`config.mk`:
```
export PLATFORM = sky130hd
export DESIGN_NAME = rfid_keystream_generator_flat
export DESIGN_NICKNAME = d
export VERILOG_FILES = /design/src/rtl/rkg_pkg.sv /design/src/rtl/rkg_in_if.sv /design/src/rtl/rkg_out_if.sv /design/src/rtl/rkg_round_cell.sv /design/src/rtl/rfid_keystream_generator.sv /design/src/flat_wrapper.sv
export SDC_FILE = /design/constraint.sdc
export NUM_CORES = 1
export LEC_CHECK = 0
export BUFFER_PORTS_ARGS = -buffer_cell sky130_fd_sc_hd__buf_2
export CAP_MARGIN = 10
export CELL_PAD_IN_SITES_DETAIL_PLACEMENT = 0
export CELL_PAD_IN_SITES_GLOBAL_PLACEMENT = 1
export CORE_MARGIN = 3
export CORE_UTILIZATION = 48
export DETAILED_ROUTE_END_ITERATION = 8
export PLACE_DENSITY = 0.88
export SLEW_MARGIN = 20
export SYNTH_ARGS = -nofsm -noshare
export SYNTH_HDL_FRONTEND = slang
export SYNTH_HIERARCHICAL = 1
export SYNTH_SLANG_ARGS = --single-unit
export TNS_END_PERCENT = 100
```
`constraint.sdc`:
```
create_clock -name i_clk -period 12.1 [get_ports i_clk]
set_input_delay 0.605 -clock i_clk [delete_from_list [all_inputs] [get_ports i_clk]]
set_output_delay 0.605 -clock i_clk [all_outputs]
set_load 0.05 [all_outputs]
```
`src/rtl/rkg_pkg.sv`:
```
// ----------------------------------------------------------------------------
// rkg_pkg
// Shared types, constants and the nonlinear filter of the keystream generator.
// ----------------------------------------------------------------------------
package rkg_pkg;

    // Field and register widths.
    localparam int STATE_W = 48;
    localparam int KEY_W   = 48;
    localparam int SER_W   = 32;
    localparam int IV_W    = 32;
    localparam int BYTE_W  = 8;
    localparam int CFG_IDX_W = 1;

    // Rounds done by the row of cells in one cycle, and initialisation passes.
    localparam int CELLS       = 8;
    localparam int INIT_ROUNDS = 32;
    localparam int INIT_PASSES = INIT_ROUNDS / CELLS;
    localparam int CNT_W       = $clog2(INIT_PASSES);

    // Width of the IV and key bits still waiting after the first pass.
    localparam int REST_W = INIT_ROUNDS - CELLS;

    // Low key bits loaded into the register above the serial.
    localparam int KEY_LO_W = STATE_W - SER_W;

    // Function codes of an input item.
    localparam logic FUNC_INIT = 1'b0;
    localparam logic FUNC_BYTE = 1'b1;

    // Configuration register indexes.
    localparam logic [CFG_IDX_W-1:0] REG_SECRET_KEY = 1'b0;
    localparam logic [CFG_IDX_W-1:0] REG_TAG_SERIAL = 1'b1;

    // Filter tables.
    localparam logic [15:0] TAB4A = 16'h2C79;
    localparam logic [15:0] TAB4B = 16'h6671;
    localparam logic [31:0] TAB5  = 32'h7907_287B;

    // Feedback taps 0,2,3,6,7,8,16,22,23,26,30,41,42,43,46,47.
    localparam logic [STATE_W-1:0] LFSR_TAPS = 48'hCE00_44C1_01CD;

    typedef logic [STATE_W-1:0] t_state;

    // Twenty-input filter: five small tables feed one five-input table.
    function automatic logic filter20(input t_state v);
        logic [4:0] sel;
        sel[0] = TAB4A[{v[5],  v[4],  v[2],  v[1]}];
        sel[1] = TAB4B[{v[14], v[13], v[11], v[7]}];
        sel[2] = TAB4B[{v[25], v[22], v[20], v[16]}];
        sel[3] = TAB4B[{v[32], v[30], v[28], v[27]}];
        sel[4] = TAB4A[{v[45], v[43], v[42], v[33]}];
        return TAB5[sel];
    endfunction

endpackage

```
`src/rtl/rkg_in_if.sv`:
```
// ----------------------------------------------------------------------------
// rkg_in_if
// Request channel: function code and initialisation vector of one item.
// ----------------------------------------------------------------------------
interface rkg_in_if;
    logic                      valid;
    logic                      ready;
    logic                      func;
    logic [rkg_pkg::IV_W-1:0]  init_vector;

    modport source (output valid, output func, output init_vector, input ready);
    modport sink   (input valid, input func, input init_vector, output ready);
endinterface

```
`src/rtl/rkg_out_if.sv`:
```
// ----------------------------------------------------------------------------
// rkg_out_if
// Result channel: one keystream byte per byte item.
// ----------------------------------------------------------------------------
interface rkg_out_if;
    logic                        valid;
    logic                        ready;
    logic [rkg_pkg::BYTE_W-1:0]  keystream_byte;

    modport source (output valid, output keystream_byte, input ready);
    modport sink   (input valid, input keystream_byte, output ready);
endinterface

```
`src/rtl/rkg_round_cell.sv`:
```
// ----------------------------------------------------------------------------
// rkg_round_cell
// One cipher round: an initialisation round or a feedback round with filter.
// ----------------------------------------------------------------------------
module rkg_round_cell (
    input  rkg_pkg::t_state i_state,
    input  logic            i_init,
    input  logic            i_iv_bit,
    input  logic            i_key_bit,
    output rkg_pkg::t_state o_state,
    output logic            o_bit
);

    rkg_pkg::t_state shifted;
    logic            fb;
    logic            ins;

    // Shift right; bit 47 of the shifted word is empty until the insert.
    assign shifted = {1'b0, i_state[rkg_pkg::STATE_W-1:1]};

    // Linear feedback over the tap positions of the incoming state.
    assign fb = ^(i_state & rkg_pkg::LFSR_TAPS);

    // Initialisation inserts the filter of the shifted word mixed with IV and key.
    assign ins = i_init ? (rkg_pkg::filter20(shifted) ^ i_iv_bit ^ i_key_bit) : fb;

    assign o_state = {ins, shifted[rkg_pkg::STATE_W-2:0]};

    // Keystream bit is the filter of the new state.
    assign o_bit = rkg_pkg::filter20(o_state);

endmodule

```
`src/rtl/rfid_keystream_generator.sv`:
```
// ----------------------------------------------------------------------------
// rfid_keystream_generator
// Stream cipher keystream generator built from a row of eight round cells.
// ----------------------------------------------------------------------------
// Usage:
//   Write secret_key (index 0) and tag_serial (index 1) on the configuration
//   port while the block is idle. Send an item with func = 0 and the IV to
//   initialise the cipher register; it gives no result. Each item with
//   func = 1 then gives one keystream byte, the first generated bit in bit 7.
// Timing:
//   The row of eight cells runs eight rounds per cycle. A byte item's result
//   is registered and sits in the output register on the next cycle, so
//   bytes flow at one per cycle while the receiver keeps ready high. An
//   initialise item needs 32 rounds, that is four passes through the row,
//   and holds ready low after its acceptance until the remaining passes end.
// Reset:
//   Clears the cipher register, the pass counter, both configuration registers
//   and the output valid flag.
// Stall:
//   While a result waits and the receiver holds ready low, the result holds
//   and no new item is taken; when the result is taken a new item can be
//   accepted in the same cycle.
// ----------------------------------------------------------------------------
module rfid_keystream_generator (
    input  logic                             i_clk,
    input  logic                             i_rst_n,
    input  logic                             i_cfg_we,
    input  logic [rkg_pkg::CFG_IDX_W-1:0]    i_cfg_index,
    input  logic [rkg_pkg::KEY_W-1:0]        i_cfg_data,
    rkg_in_if.sink                           i_req,
    rkg_out_if.source                        o_rsp
);

    localparam int CELLS = rkg_pkg::CELLS;

    logic [rkg_pkg::KEY_W-1:0]   r_secret_key;
    logic [rkg_pkg::SER_W-1:0]   r_tag_serial;
    rkg_pkg::t_state             r_state;
    logic [rkg_pkg::CNT_W-1:0]   r_cnt;
    logic [rkg_pkg::REST_W-1:0]  r_iv;
    logic [rkg_pkg::REST_W-1:0]  r_kx;
    logic                        r_out_valid;
    logic [rkg_pkg::BYTE_W-1:0]  r_out_byte;

    logic                        busy;
    logic                        accept;
    logic                        chain_init;
    rkg_pkg::t_state             chain_in;
    logic [CELLS-1:0]            iv_bits;
    logic [CELLS-1:0]            key_bits;
    rkg_pkg::t_state             stage [CELLS+1];
    logic [CELLS-1:0]            ks_bits;
    logic [rkg_pkg::BYTE_W-1:0]  ks_byte;

    // Handshake: no item while initialisation passes run or a result is stuck.
    assign busy        = (r_cnt != '0);
    assign i_req.ready = !busy && (!r_out_valid || o_rsp.ready);
    assign accept      = i_req.valid && i_req.ready;

    // Inputs of the cell row: a fresh load, a running initialisation or a byte.
    always_comb begin
        if (busy) begin
            chain_init = 1'b1;
            chain_in   = r_state;
            iv_bits    = r_iv[CELLS-1:0];
            key_bits   = r_kx[CELLS-1:0];
        end else if (i_req.func == rkg_pkg::FUNC_INIT) begin
            chain_init = 1'b1;
            chain_in   = {r_secret_key[rkg_pkg::KEY_LO_W-1:0], r_tag_serial};
            iv_bits    = i_req.init_vector[CELLS-1:0];
            key_bits   = r_secret_key[rkg_pkg::KEY_LO_W +: CELLS];
        end else begin
            chain_init = 1'b0;
            chain_in   = r_state;
            iv_bits    = i_req.init_vector[CELLS-1:0];
            key_bits   = r_secret_key[rkg_pkg::KEY_LO_W +: CELLS];
        end
    end

    // Row of round cells, each handing its state to the next.
    assign stage[0] = chain_in;
    for (genvar g = 0; g < CELLS; g++) begin : g_cell
        rkg_round_cell u_cell (
            .i_state   (stage[g]),
            .i_init    (chain_init),
            .i_iv_bit  (iv_bits[g]),
            .i_key_bit (key_bits[g]),
            .o_state   (stage[g+1]),
            .o_bit     (ks_bits[g])
        );
    end

    // First cell's bit goes to the most significant position.
    always_comb begin
        for (int k = 0; k < CELLS; k++) begin
            ks_byte[CELLS-1-k] = ks_bits[k];
        end
    end

    // Configuration registers.
    always_ff @(posedge i_clk) begin
        if (!i_rst_n) begin
            r_secret_key <= '0;
            r_tag_serial <= '0;
        end else if (i_cfg_we) begin
            unique case (i_cfg_index)
                rkg_pkg::REG_SECRET_KEY: r_secret_key <= i_cfg_data;
                rkg_pkg::REG_TAG_SERIAL: r_tag_serial <= i_cfg_data[rkg_pkg::SER_W-1:0];
            endcase
        end
    end

    // Cipher register and initialisation sequencing.
    always_ff @(posedge i_clk) begin
        if (!i_rst_n) begin
            r_state <= '0;
            r_cnt   <= '0;
        end else if (busy) begin
            r_state <= stage[CELLS];
            r_cnt   <= r_cnt - rkg_pkg::CNT_W'(1);
        end else if (accept) begin
            r_state <= stage[CELLS];
            if (i_req.func == rkg_pkg::FUNC_INIT) begin
                r_cnt <= rkg_pkg::CNT_W'(rkg_pkg::INIT_PASSES - 1);
            end
        end
    end

    // Remaining IV and key bits, one byte consumed per pass.
    always_ff @(posedge i_clk) begin
        if (busy) begin
            r_iv <= {{CELLS{1'b0}}, r_iv[rkg_pkg::REST_W-1:CELLS]};
            r_kx <= {{CELLS{1'b0}}, r_kx[rkg_pkg::REST_W-1:CELLS]};
        end else if (accept) begin
            r_iv <= i_req.init_vector[rkg_pkg::IV_W-1:CELLS];
            r_kx <= r_secret_key[rkg_pkg::KEY_W-1:rkg_pkg::KEY_LO_W+CELLS];
        end
    end

    // Output register.
    always_ff @(posedge i_clk) begin
        if (!i_rst_n) begin
            r_out_valid <= 1'b0;
        end else if (accept && i_req.func == rkg_pkg::FUNC_BYTE) begin
            r_out_valid <= 1'b1;
        end else if (o_rsp.ready) begin
            r_out_valid <= 1'b0;
        end
    end

    always_ff @(posedge i_clk) begin
        if (accept && i_req.func == rkg_pkg::FUNC_BYTE) begin
            r_out_byte <= ks_byte;
        end
    end

    assign o_rsp.valid          = r_out_valid;
    assign o_rsp.keystream_byte = r_out_byte;

    // No item is taken while initialisation passes are still running.
    a_busy_blocks: assert property (@(posedge i_clk) disable iff (!i_rst_n)
        busy |-> !i_req.ready)
        else $error("item accepted during initialisation");

    // A byte item always leaves a result in the output register.
    a_byte_result: assert property (@(posedge i_clk) disable iff (!i_rst_n)
        (accept && i_req.func == rkg_pkg::FUNC_BYTE) |=> r_out_valid)
        else $error("byte item gave no result");

    // An initialise item starts the remaining passes.
    a_init_passes: assert property (@(posedge i_clk) disable iff (!i_rst_n)
        (accept && i_req.func == rkg_pkg::FUNC_INIT)
            |=> (r_cnt == rkg_pkg::CNT_W'(rkg_pkg::INIT_PASSES - 1)))
        else $error("initialisation pass count wrong");

    // A stalled result keeps its value.
    a_hold_result: assert property (@(posedge i_clk) disable iff (!i_rst_n)
        (r_out_valid && !o_rsp.ready) |=> (r_out_valid && $stable(r_out_byte)))
        else $error("stalled result changed");

endmodule
```
`src/flat_wrapper.sv`:
```
// flat-port wrapper written by rule: the top's interface ports become plain ports
module rfid_keystream_generator_flat 
  (i_clk, i_rst_n, i_cfg_we, i_cfg_index, i_cfg_data, i_req_valid, i_req_func, i_req_init_vector, i_req_ready, o_rsp_valid, o_rsp_keystream_byte, o_rsp_ready);
  rkg_in_if i_req_i ();
  rkg_out_if o_rsp_i ();
  input  logic i_clk;
  input  logic i_rst_n;
  input  logic i_cfg_we;
  input  logic [rkg_pkg::CFG_IDX_W-1:0] i_cfg_index;
  input  logic [rkg_pkg::KEY_W-1:0] i_cfg_data;
  input wire logic [$bits(i_req_i.valid)-1:0] i_req_valid;
  input wire logic [$bits(i_req_i.func)-1:0] i_req_func;
  input wire logic [$bits(i_req_i.init_vector)-1:0] i_req_init_vector;
  output wire logic [$bits(i_req_i.ready)-1:0] i_req_ready;
  output wire logic [$bits(o_rsp_i.valid)-1:0] o_rsp_valid;
  output wire logic [$bits(o_rsp_i.keystream_byte)-1:0] o_rsp_keystream_byte;
  input wire logic [$bits(o_rsp_i.ready)-1:0] o_rsp_ready;
  assign i_req_i.valid = i_req_valid;
  assign i_req_i.func = i_req_func;
  assign i_req_i.init_vector = i_req_init_vector;
  assign i_req_ready = i_req_i.ready;
  assign o_rsp_valid = o_rsp_i.valid;
  assign o_rsp_keystream_byte = o_rsp_i.keystream_byte;
  assign o_rsp_i.ready = o_rsp_ready;
  rfid_keystream_generator u_core (.i_clk(i_clk), .i_rst_n(i_rst_n), .i_cfg_we(i_cfg_we), .i_cfg_index(i_cfg_index), .i_cfg_data(i_cfg_data), .i_req(i_req_i), .o_rsp(o_rsp_i));
endmodule
```
== Yosys cells after proc, flatten, opt, wreduce, memory -nomap -nowiden ==
Memory sizes are Yosys's and may differ from the RTL's.
Cells that the tools add are included.

* Add/subtract/negate cells: 1
* $lt $le $gt $ge: 48
* Equal/unequal tests: 1
* Multiplexer cells: 73
* Bitwise gates (word level): 17
* Reductions and logical operators: 20

{| class="wikitable"
|+ Operators by type and width
! operator !! number
|-
| $reduce_xor 48->1 || 8
|-
| $lt 4x5->1 const B || 40
|-
| $mux 48 || 4
|-
| $mux 16 || 4
|-
| $mux 1 || 60
|-
| $lt 5x6->1 const B || 8
|-
| $mux 8 || 2
|-
| $xor 1x1->1 || 16
|-
| $mux 2 || 3
|-
| $reduce_and 2->1 || 3
|-
| $reduce_bool 2->1 || 3
|-
| $logic_and 1x1->1 || 3
|-
| $logic_not 1->1 || 2
|-
| $ne 2x1->1 const B || 1
|-
| $sub 2x1->2 const B || 1
|-
| $logic_or 1x1->1 || 1
|-
| $not 1->1 || 1
|}

* Bits in registers: 187
* ROM bits: 896
* Input port bits: 87
* Output and inout bits: 10
* Memories kept: 48

{| class="wikitable"
|+ Memories
! name !! depth !! bits a word !! rd ports !! clocked after Yosys merged registers in !! write ports !! line !! source
|-
| (no name shown) || 32 || 1 || 1 || 0 || 0 || rkg_pkg.sv:53 || <nowiki>return TAB5[sel];</nowiki>
|-
| (no name shown) || 32 || 1 || 1 || 0 || 0 || rkg_pkg.sv:53 ||
|-
| (no name shown) || 32 || 1 || 1 || 0 || 0 || rkg_pkg.sv:53 ||
|-
| (no name shown) || 32 || 1 || 1 || 0 || 0 || rkg_pkg.sv:53 ||
|-
| (no name shown) || 32 || 1 || 1 || 0 || 0 || rkg_pkg.sv:53 ||
|-
| (no name shown) || 32 || 1 || 1 || 0 || 0 || rkg_pkg.sv:53 ||
|-
| 42 more memories || -- || -- || -- || -- || -- || -- ||
|}

== Logic depth before layout (Yosys ltp) ==
Gate-level depths: netlist of the first run.

* Word-level depth: 34
* Mapped depth: 69

== Modules after synthesis ==
Netlist of the first run, hierarchy kept.

{| class="wikitable"
|+ Modules (own cells, without submodules)
! module !! times used !! cells an instance !! area each (µm²) !! sequential area each (µm²)
|-
| rfid_keystream_generator || 1 || 803 || 7960.1 || 4144.0
|-
| rkg_round_cell at u_core.g_cell[0].u_cell ... || 7 || 121 || 975.9 || 0.0
|-
| rkg_round_cell at u_core.g_cell[7].u_cell || 1 || 121 || 973.4 || 0.0
|}

== Worst setup path after synthesis of the first run ==
Ideal clock, no wire load.

* Path kind: reg2reg
* Start: register u_core/r_cnt[0] (netlist bit)
* End: register u_core.r_state[47]
* Library setup time: 0.072 ns
* Arrival: 9.663 ns
* Data required time: 12.028 ns
* Slack: 2.366 ns
* Stages on the path, launching flop included: 67
* Buffers on the path: 10
* Period minus slack after synthesis: 9.734 ns
* Cell sequence: dfxtp_1 -> inv_1 -> ha_1 -> buf_2 -> inv_2 -> nor2_1 -> buf_4 -> mux2_2 -> ha_1 -> mux4_2 -> ha_1 -> nor3b_1 -> a2111oi_4 -> o21ai_0 -> nor3b_2 -> buf_4 -> xnor2_1 -> xnor2_1 -> (+31 left out) -> nor3b_2 -> buf_4 -> xnor2_1 -> xnor2_1 -> xnor2_1 -> xnor2_1 -> nor2_1 -> nor3b_2 -> buf_4 -> xnor2_1 -> xnor2_1 -> xnor2_1 -> xnor2_1 -> nor2_1 -> a31oi_1 -> buf_4 -> nand2_1 -> mux2i_1

* Elaborated cells between the ends (all ways): 139

{| class="wikitable"
|+ RTL lines
! element !! line !! source
|-
| from (decl) || rfid_keystream_generator.sv:39 || <nowiki>logic [rkg_pkg::CNT_W-1:0] r_cnt;</nowiki>
|-
| from (signal assigned) || rfid_keystream_generator.sv:120 || <nowiki>r_cnt <= r_cnt - rkg_pkg::CNT_W'(1);</nowiki>
|-
| from (signal assigned) || rfid_keystream_generator.sv:124 || <nowiki>r_cnt <= rkg_pkg::CNT_W'(rkg_pkg::INIT_PASSES - 1);</nowiki>
|-
| $reduce_bool 2->1 (*) || rfid_keystream_generator.sv:56 || <nowiki>assign busy = (r_cnt != '0);</nowiki>
|-
| $mux 48 (*) || rfid_keystream_generator.sv:62 || <nowiki>if (busy) begin</nowiki>
|-
| named net u_core.chain_in[2] || rfid_keystream_generator.sv:48 || <nowiki>rkg_pkg::t_state chain_in;</nowiki>
|-
| $mem_v2 16x1 || -- ||
|-
| $mux 1 (implied by the code) || rkg_pkg.sv:48 || <nowiki>sel[0] = TAB4A[{v[5], v[4], v[2], v[1]}];</nowiki>
|-
| $mem_v2 32x1 || -- ||
|-
| $mux 1 || -- ||
|-
| $xor 1x1->1 (2 in series) || rkg_round_cell.sv:25 || <nowiki>assign ins = i_init ? (rkg_pkg::filter20(shifted) ^ i_iv_bit ^ i_key_bit) : fb;</nowiki>
|-
| (+1 left out) || -- ||
|-
| named net u_core.g_cell[0].u_cell.ins || rkg_round_cell.sv:16 || <nowiki>logic ins;</nowiki>
|-
| (+2 left out) || -- ||
|-
| named net u_core.g_cell[1].u_cell.ins || rkg_round_cell.sv:16 ||
|-
| (+2 left out) || -- ||
|-
| named net u_core.g_cell[2].u_cell.ins || rkg_round_cell.sv:16 ||
|-
| (+2 left out) || -- ||
|-
| named net u_core.g_cell[3].u_cell.ins || rkg_round_cell.sv:16 ||
|-
| (+2 left out) || -- ||
|-
| named net u_core.g_cell[4].u_cell.ins || rkg_round_cell.sv:16 ||
|-
| (+2 left out) || -- ||
|-
| named net u_core.g_cell[5].u_cell.ins || rkg_round_cell.sv:16 ||
|-
| $reduce_xor 48->1 (*) || rkg_round_cell.sv:22 || <nowiki>assign fb = ^(i_state & rkg_pkg::LFSR_TAPS);</nowiki>
|-
| $mux 1 (*) || rkg_round_cell.sv:25 ||
|-
| named net u_core.g_cell[6].u_cell.ins || rkg_round_cell.sv:16 ||
|-
| $reduce_xor 48->1 (*) || rkg_round_cell.sv:22 ||
|-
| $mux 1 (*) || rkg_round_cell.sv:25 ||
|-
| named net u_core.g_cell[7].u_cell.ins || rkg_round_cell.sv:16 ||
|-
| $mux 48 || rfid_keystream_generator.sv:121 || <nowiki>end else if (accept) begin</nowiki>
|-
| $mux 48 (*) || rfid_keystream_generator.sv:118 || <nowiki>end else if (busy) begin</nowiki>
|-
| to (signal assigned) || rfid_keystream_generator.sv:119 || <nowiki>r_state <= stage[CELLS];</nowiki>
|-
| to (signal assigned) || rfid_keystream_generator.sv:122 || <nowiki>r_state <= stage[CELLS];</nowiki>
|-
| to (decl) || rfid_keystream_generator.sv:38 || <nowiki>rkg_pkg::t_state r_state;</nowiki>
|}

Mark *: on every way through the listed nets, which the timed path passes. The rest lies on a longest branch. The select of a mux whose other input is x is not followed.
A chain may end at the register's enable or synchronous reset.

==> results.cfg, run 1 <==
[grt]
grt-ovfl-total = 0
grt_pass1_wl_mm = 53.9
grt_pass1_vias = 9337
grt_usage_pct = 19.6
grt_max_degree = 111
antenna_found_initial = 0

[run]
max_cap_violations = 0

[critical_path]
critPathSlowestCell = mux2_2
r2r-end = u_core/r_state[47]
worst_ep_arrival_time_ns = 11.49
cpMostUsedCell = xnor2_1
worst_path_largest_cell_delay_ns = 0.51
path_class = flop to flop
critPathRequiredTime_ns = 12.47
end_kind = flop
r2r_cells = 59
cp_max_fo = 20
rrSetupSlack_ns = 0.97
reg2reg_from = u_core/r_cnt[0]
startpoint_type = flop

[worst_hold_path]
whs_path_depth = 3
min_from = i_cfg_data[39]
hold_class = primary input to flop
min_to = u_core/r_secret_key[39]

[synthesis]
synth_area_leaders = dfxtp_1 (19%), buf_4 (19%), ha_1 (9.0%)
syn-cell-area_um2 = 15800
ys_types = 45
netlist_top_cells_count = buf_4 (390), nand2_1 (285), dfxtp_1 (147)
yosys.area.top_type = dfxtp_1
synth_enable_flop_cells = 40
syn-num-nets = 1971
synth_area_per_cell_um2 = 8.90
netlist_instances = 1771
yosysMostFrequentCell = buf_4
yosysWarningCount = 6
synth-main-ff-cell = dfxtp_1
synth_top_area_share_pct = 18.7
ys_seq_elements = 187
async_flop_share_pct = 0
seq_area_frac_synth_pct = 26.3

[drt]
dr_wl_met3_mm = 2.00
top_layer = met4
dr_wl_met2_mm = 16.2
drt_iter0_drc = 641
antenna_left = 0
first_pass_iters = 5
drc = 0
avgViaCountPerCell = 5.14
routedWlPerCell_um = 18.4
wl_met1_mm = 16.0
totalWireLength_mm = 34.9
via_count = 9772

[layout]
fill_cells = 3046
n_antenna_cell = 0
drive_gt1_share_pct = 20.5
multi_input_area_um2 = 8080
nNetsFinal = 1655
final_area_um2 = 14400
area_growth_pct = -8.56
register_area_um2 = 4140

[timing]
rsz0062_at_grt = no
fin_hold_ws_ns = 0.393
tns_ns = 0
finClkSkew_ns = 0.0189
tightestPinTransition_ns = 1.07
hold_viol = 0
fmax_ghz = 0.0899
slew_viol_final = 0
period_minus_slack_ns = 11.13
slew_headroom_pct = 28.6
min_period_over_period_pct = 92.0
finalSetupViolCount = 0

[floorplan]
die_h_um = 187
die_x_um = 187
initial_core_util_pct = 49.3
rows = 65
io_pins = 97
core_um2 = 32000
die_area_um2 = 35100

[pwr]
power_frac_seq_pct = 18.4
p_comb_share_pct = 68.1
powerDensity_nw_per_um2 = 318
clockPowerShare_pct = 13.5
leakage_nw = 5.88
p_sw_mw = 2.08
p_sw_share_pct = 45.4
internal-power_mw = 2.51
irDropWorstVdd_uv = 214

[cts]
post_cts_resized = 0
clk_latency_ns = 0.44
cts.sinks = 187
post_cts.repair.setup_buffers = 0
path_clk_slew_ns = 0.10
root_buffer = clkbuf_16
cts_tree = yes
htreeDepth = 4
cts_buffers = 17
cts.path.max_buffers = 2
ctsHoldBuffers = 0

[run_status]
status = complete, no violations

[placement]
gp_congestion = 0.918
numPortBuffers = 96
hpwlAfterDp_mm = 25.2
placed_area_um2 = 13700
## cells in the final DEF (no fill, tap or decap), drive strengths merged, types with 3 or more instances in the layout
cell     count
nand2      285
dfxtp      147
inv        114
ha         113
buf        111
mux2        96
xnor2       90
a21boi      80
mux2i       57
nor2        47
edfxtp      40
xor2        38
a21oi       31
o21ai       28
o31ai       25
nor2b       20
clkbuf      17
and2        17
nand3       16
mux4        16
nor3b       16
nand2b      12
nor3         8
a2111oi      8
or2          8
o21a         7
o31a         7
and3         7
clkinv       3
## per-stage QoR
stage	instances	setup WS, ns	total power [mW]	utilization (%)
final	1903	0.974	4.59	45.1
after detailed placement	1870	1.07	3.94	43.0
after global routing	1903	0.194	4.86	45.1
after floorplan	1771	2.37	4.06	-
after CTS	1902	1.02	4.58	45.0
after global placement	1870	1.41	3.89	43.0
## registers in the layout, summed over array words and instances (netlist names)
name                         flops
u_core/r_cnt                     2
u_core/o_rsp.keystream_byte      8
u_core/r_secret_key             48
u_core/o_rsp.valid               1
u_core/r_iv                     24
u_core/r_state                  48
u_core/r_tag_serial             32
u_core/r_kx                     24
## power by group through the flow
stage          sequential (mW)  clock, mW  combinational [mW]
6_report                 0.844      0.620                3.13
3_5_place_dp             0.858          0                3.08
4_1_cts                  0.844      0.633                3.10
3_3_place_gp             0.854          0                3.04
5_1_grt                  0.857      0.656                3.35
2_1_floorplan            0.880          0                3.18
## worst max-delay path by stage
stage                    start                  to  slack, ns
2_1_floorplan  u_core/r_cnt[0]  u_core/r_state[47]       2.37
3_3_place_gp   u_core/r_cnt[0]  u_core/r_state[47]       1.41
3_5_place_dp   u_core/r_cnt[0]  u_core/r_state[47]       1.07
4_1_cts        u_core/r_cnt[0]  u_core/r_state[47]       1.02
5_1_grt        u_core/r_cnt[0]  u_core/r_state[47]       0.19
6_report       u_core/r_cnt[0]  u_core/r_state[47]       0.97
## logic make-up (layout without fill, tap and decap cells)
family	count (synthesis)	count (layout)	share of synthesized area [%]
flops	187	187	26.3
simple gates	437	437	12.4
compound gates	189	189	9.87
xor+xnor	128	128	7.11
mux	169	169	12.8
fa+ha+maj	113	113	8.97
buf+inv	548	245	22.6
## critical path: cells and delay by family (launching register included)
kind / cells / cell delay, ns
buffers and inverters: 5 / 0.95
xor gates and xnor gates: 28 / 4.35
muxes: 3 / 0.83
AOI/OAI and AO/OA: 3 / 0.92
DFF: 1 / 0.32
and+or+nand+nor: 18 / 3.21
adders and majority gates: 2 / 0.44
## layer usage
metal | up-vias | GRT usage [%]
met2 | 271 | 31.9
met5 | - | 0
met1 | 4711 | 27.0
met3 | 30 | 2.90
li1 | 4760 | -
met4 | 0 | 6.05
## final cells by class
cell class	instances	share of cell area, %
flip-flops and latches	187	28.7
clock inverters	15	1.57
multi-input cells	1036	56.0
inverters	102	2.66
clock buffers	17	2.95
well taps	435	3.78
repair buffers	111	4.27
Note: power is estimated with default switching activity, not from simulation.
==> run 2: changes to the inputs <==
- BUFFER_PORTS_ARGS: -buffer_cell sky130_fd_sc_hd__buf_2 -> default
- CORE_UTILIZATION: 48 -> 50
- DONT_BUFFER_PORTS: default -> 1
==> results.cfg, run 2 (synthesized netlist as in run 1, its figures left out) <==
[grt]
grt-ovfl-total = 0
grt_pass1_wl_mm = 53.2
grt_usage_pct = 20.5
grt_max_degree = 181
antenna_found_initial = 2
grt_pass1_vias = 9367

[timing]
rsz0062_at_grt = no
finClkSkew_ns = 0.0185
tns_ns = 0
slew_viol_final = 0
tightestPinTransition_ns = 1.09
min_period_over_period_pct = 89.8
hold_viol = 0
slew_headroom_pct = 27.7
fmax_ghz = 0.0920
period_minus_slack_ns = 10.87
finalSetupViolCount = 0
fin_hold_ws_ns = 0.294

[floorplan]
die_x_um = 184
initial_core_util_pct = 51.1
core_um2 = 30800
die_area_um2 = 33700
io_pins = 97
die_h_um = 184
rows = 64

[cts]
post_cts_resized = 0
ctsHoldBuffers = 0
root_buffer = clkbuf_16
htreeDepth = 4
cts_buffers = 17
cts_tree = yes
path_clk_slew_ns = 0.09
cts.path.max_buffers = 2
clk_latency_ns = 0.44
post_cts.repair.setup_buffers = 0
cts.sinks = 187

[drt]
first_pass_iters = 5
drc = 0
via_count = 9409
antenna_left = 0
avgViaCountPerCell = 5.32
totalWireLength_mm = 34.4
routedWlPerCell_um = 19.4
drt_iter0_drc = 758

[layout]
instances_no_fill = 1768
final_common_cell = nand2_1
top_regs = u_core/r_secret_key: 48 flops, u_core/r_state: 48 flops, u_core/r_tag_serial: 32 flops
finalCoreUtilization_pct = 45.0
multi_input_area_um2 = 8080
register_area_um2 = 4140
final_cell_mix = nand2_1 (285), dfxtp_1 (147), ha_1 (112)
drive_gt1_share_pct = 15.0
nNetsFinal = 1558
fill_cells = 2904
area_growth_pct = -12.0

[pwr]
powerDensity_nw_per_um2 = 324
leakage_nw = 5.49
power_mw = 4.50
irDropWorstVdd_uv = 229

[critical_path]
cp_top_family = XOR/XNOR gates
cp_max_fo = 20
cpMostUsedCell = xnor2_1
critPathSlowestCell = mux2_2
worst_ep_arrival_time_ns = 11.23
critPathRequiredTime_ns = 12.46
end_kind = flop
worst_path_largest_cell_delay_ns = 0.51
r2r_cells = 58
startpoint_type = flop
cp.depth = 58
critical_path_buf_inv_count = 4
path_class = flop to flop

[worst_hold_path]
whs_path_depth = 2
hold_class = primary input to flop

[placement]
gp_congestion = 0.887
place_inst = 1734
hpwlAfterDp_mm = 24.6
numPortBuffers = 0

[run_status]
status = complete, no violations

[run]
max_cap_violations = 0
[run 2: cell count changes in the layout (fill, tap and decap cells not counted)]
cell,change
nor2_1,-1
diode_2,+1
nor2_2,+1
buf_4,-2
clkinv_8,-1
buf_2,-95
inv_8,+1
[run 2: stage by stage]
step	setup WS (ns)	cell area, um^2
6_report	1.23	13900
5_1_grt	0.457	13900
4_1_cts	1.28	13800
3_5_place_dp	1.34	13200
3_3_place_gp	1.68	13200
2_1_floorplan	2.37	15800
[run 2: layer usage]
layer,up-vias,wire (um),track usage [%]
li1,4581,-,-
met2,264,15700,33.2
met4,2,839,6.64
met3,48,2460,4.97
met5,-,7,0
met1,4514,15300,27.0
[run 2: cell type report]
cell class                 count  share of cell area [%]
multi-input combinational   1036                    58.2
sequential                   187                    29.9
tap                          396                    3.57
clock buffer                  17                    3.07
inverter                     102                    2.76
clock inverter                15                    1.60
timing repair buffer          14                   0.902
antenna                        1                  0.0180
[run 2: where the power goes]
| part | leakage, nW | switching, mW | internal, mW |
|---|---|---|---|
| registers | 1.62 | 0.0885 | 0.799 |
| logic | 3.56 | 1.62 | 1.38 |
| clock network | 0.314 | 0.314 | 0.297 |
| total | 5.49 | 2.02 | 2.48 |
[run 2: worst paths after layout]
path | start | to | slack [ns]
max | u_core/r_cnt[0] | u_core/r_state[47] | 1.23
min | i_cfg_data[41] | u_core/r_secret_key[41] | 0.29
max reg2reg | u_core/r_cnt[0] | u_core/r_state[47] | 1.23
min reg2reg | u_core/r_state[30] | u_core/r_state[30] | 0.46
==> run 3: changes to the inputs <==
==> constraint.sdc (replaced) <==
create_clock -name i_clk -period 12.1 [get_ports i_clk]
set_input_delay 1.21 -clock i_clk [delete_from_list [all_inputs] [get_ports i_clk]]
set_output_delay 1.21 -clock i_clk [all_outputs]
set_load 0.05 [all_outputs]
==> results.cfg, run 3 (synthesized netlist as in run 1, its figures left out) <==
[floorplan]
rows = 64
core_um2 = 30800
io_pins = 97
initial_core_util_pct = 51.1
die_x_um = 184
die_area_um2 = 33700
die_h_um = 184

[cts]
ctsHoldBuffers = 0
htreeDepth = 4
cts.sinks = 187
clk_latency_ns = 0.44
root_buffer = clkbuf_16
cts_tree = yes
path_clk_slew_ns = 0.09
cts.path.max_buffers = 2
cts_buffers = 17
post_cts.repair.setup_buffers = 0
post_cts_resized = 0

[drt]
via_count = 9485
top_layer = met5
antenna_left = 0
avgViaCountPerCell = 5.36
first_pass_iters = 4
wl_met1_mm = 15.4
dr_wl_met3_mm = 2.54
drt_iter0_drc = 663
dr_wl_met2_mm = 15.8
totalWireLength_mm = 34.8
routedWlPerCell_um = 19.7
drc = 0

[critical_path]
rrSetupSlack_ns = 1.37
critPathSlowestCell = mux2_2
cpMostUsedCell = xnor2_1
startpoint_type = flop
path_class = flop to flop
worst_path_largest_cell_delay_ns = 0.53
worst_ep_arrival_time_ns = 11.11
cp_max_fo = 20
end_kind = flop
critPathRequiredTime_ns = 12.47

[grt]
grt_max_degree = 181
grt_usage_pct = 20.5
grt_pass1_wl_mm = 53.5
antenna_found_initial = 2
grt-ovfl-total = 0
grt_pass1_vias = 9232

[run_status]
status = complete, no violations

[layout]
final_common_cell = nand2_1
n_antenna_cell = 0
final_cell_mix = nand2_1 (285), dfxtp_1 (147), ha_1 (112)
fill_cells = 2891
drive_gt1_share_pct = 15.0
top_regs = u_core/r_secret_key: 48 flops, u_core/r_state: 48 flops, u_core/r_tag_serial: 32 flops
nNetsFinal = 1559
area_growth_pct = -11.9

[placement]
hpwlAfterDp_mm = 24.7
gp_congestion = 0.903
numPortBuffers = 0

[pwr]
power_mw = 4.54
irDropWorstVdd_uv = 263
leakage_nw = 5.50
powerDensity_nw_per_um2 = 327

[worst_hold_path]
hold_class = flop to flop

[timing]
slew_viol_final = 0
rsz0062_at_grt = no
finalSetupViolCount = 0
min_period_over_period_pct = 88.7
finClkSkew_ns = 0.0170
slew_headroom_pct = 28.4
tns_ns = 0
hold_viol = 0
period_minus_slack_ns = 10.73
tightestPinTransition_ns = 1.07
fmax_ghz = 0.0932

[run]
max_cap_violations = 0
## run 3: final timing paths
| kind | from | end | cells after the start |
|---|---|---|---|
| max reg2reg | u_core/r_cnt[0] | u_core/r_state[47] | 59 |
| max | u_core/r_cnt[0] | u_core/r_state[47] | 59 |
| min | u_core/r_state[38] | u_core/r_state[38] | 2 |
| min reg2reg | u_core/r_state[38] | u_core/r_state[38] | 2 |
## run 3: per-layer routing
metal	vias up	GRT usage [%]
met4	4	6.67
met2	291	32.6
met1	4562	27.4
met3	60	5.14
met5	-	0
li1	4568	-
## run 3: final cells by class
class / instances / area, um^2 / share of cell area, %
Clock buffer: 17 / 425 / 3.06
Clock inverter: 15 / 230 / 1.66
Inverter: 102 / 383 / 2.76
Multi-Input combinational cell: 1036 / 8080 / 58.2
Sequential cell: 187 / 4140 / 29.8
Tap cell: 396 / 495 / 3.57
Timing Repair Buffer: 15 / 133 / 0.955
## run 3: through the flow
step / utilization (%) / cells / worst slack (ns) / hold WS, ns / instance area (um^2)
floorplan: - / 1771 / 1.80 / 0.435 / 15800
global placement: 42.8 / 1735 / 1.33 / 0.442 / 13200
detailed placement: 42.8 / 1735 / 1.09 / 0.454 / 13200
CTS: 45.0 / 1767 / 1.45 / 0.465 / 13900
global route: 45.1 / 1768 / 0.525 / 0.481 / 13900
finish: 45.1 / 1768 / 1.37 / 0.463 / 13900
## run 3: worst max-delay path, delay by kind of cell (launching register included)
kind                     cells  cell delay, ns
XOR/XNOR                    28            4.23
AND/OR/NAND/NOR             18            2.99
buffers and inverters        5            0.92
multiplexers                 3            0.81
adder cells (fa/ha/maj)      2            0.44
flip-flops                   1            0.34
AO/OA/AOI/OAI                3            0.87
## run 3: where the power goes
| group | switching [mW] | internal (mW) | total [mW] |
|---|---|---|---|
| clock | 0.324 | 0.298 | 0.623 |
| combinational | 1.62 | 1.40 | 3.02 |
| sequential | 0.0900 | 0.800 | 0.890 |
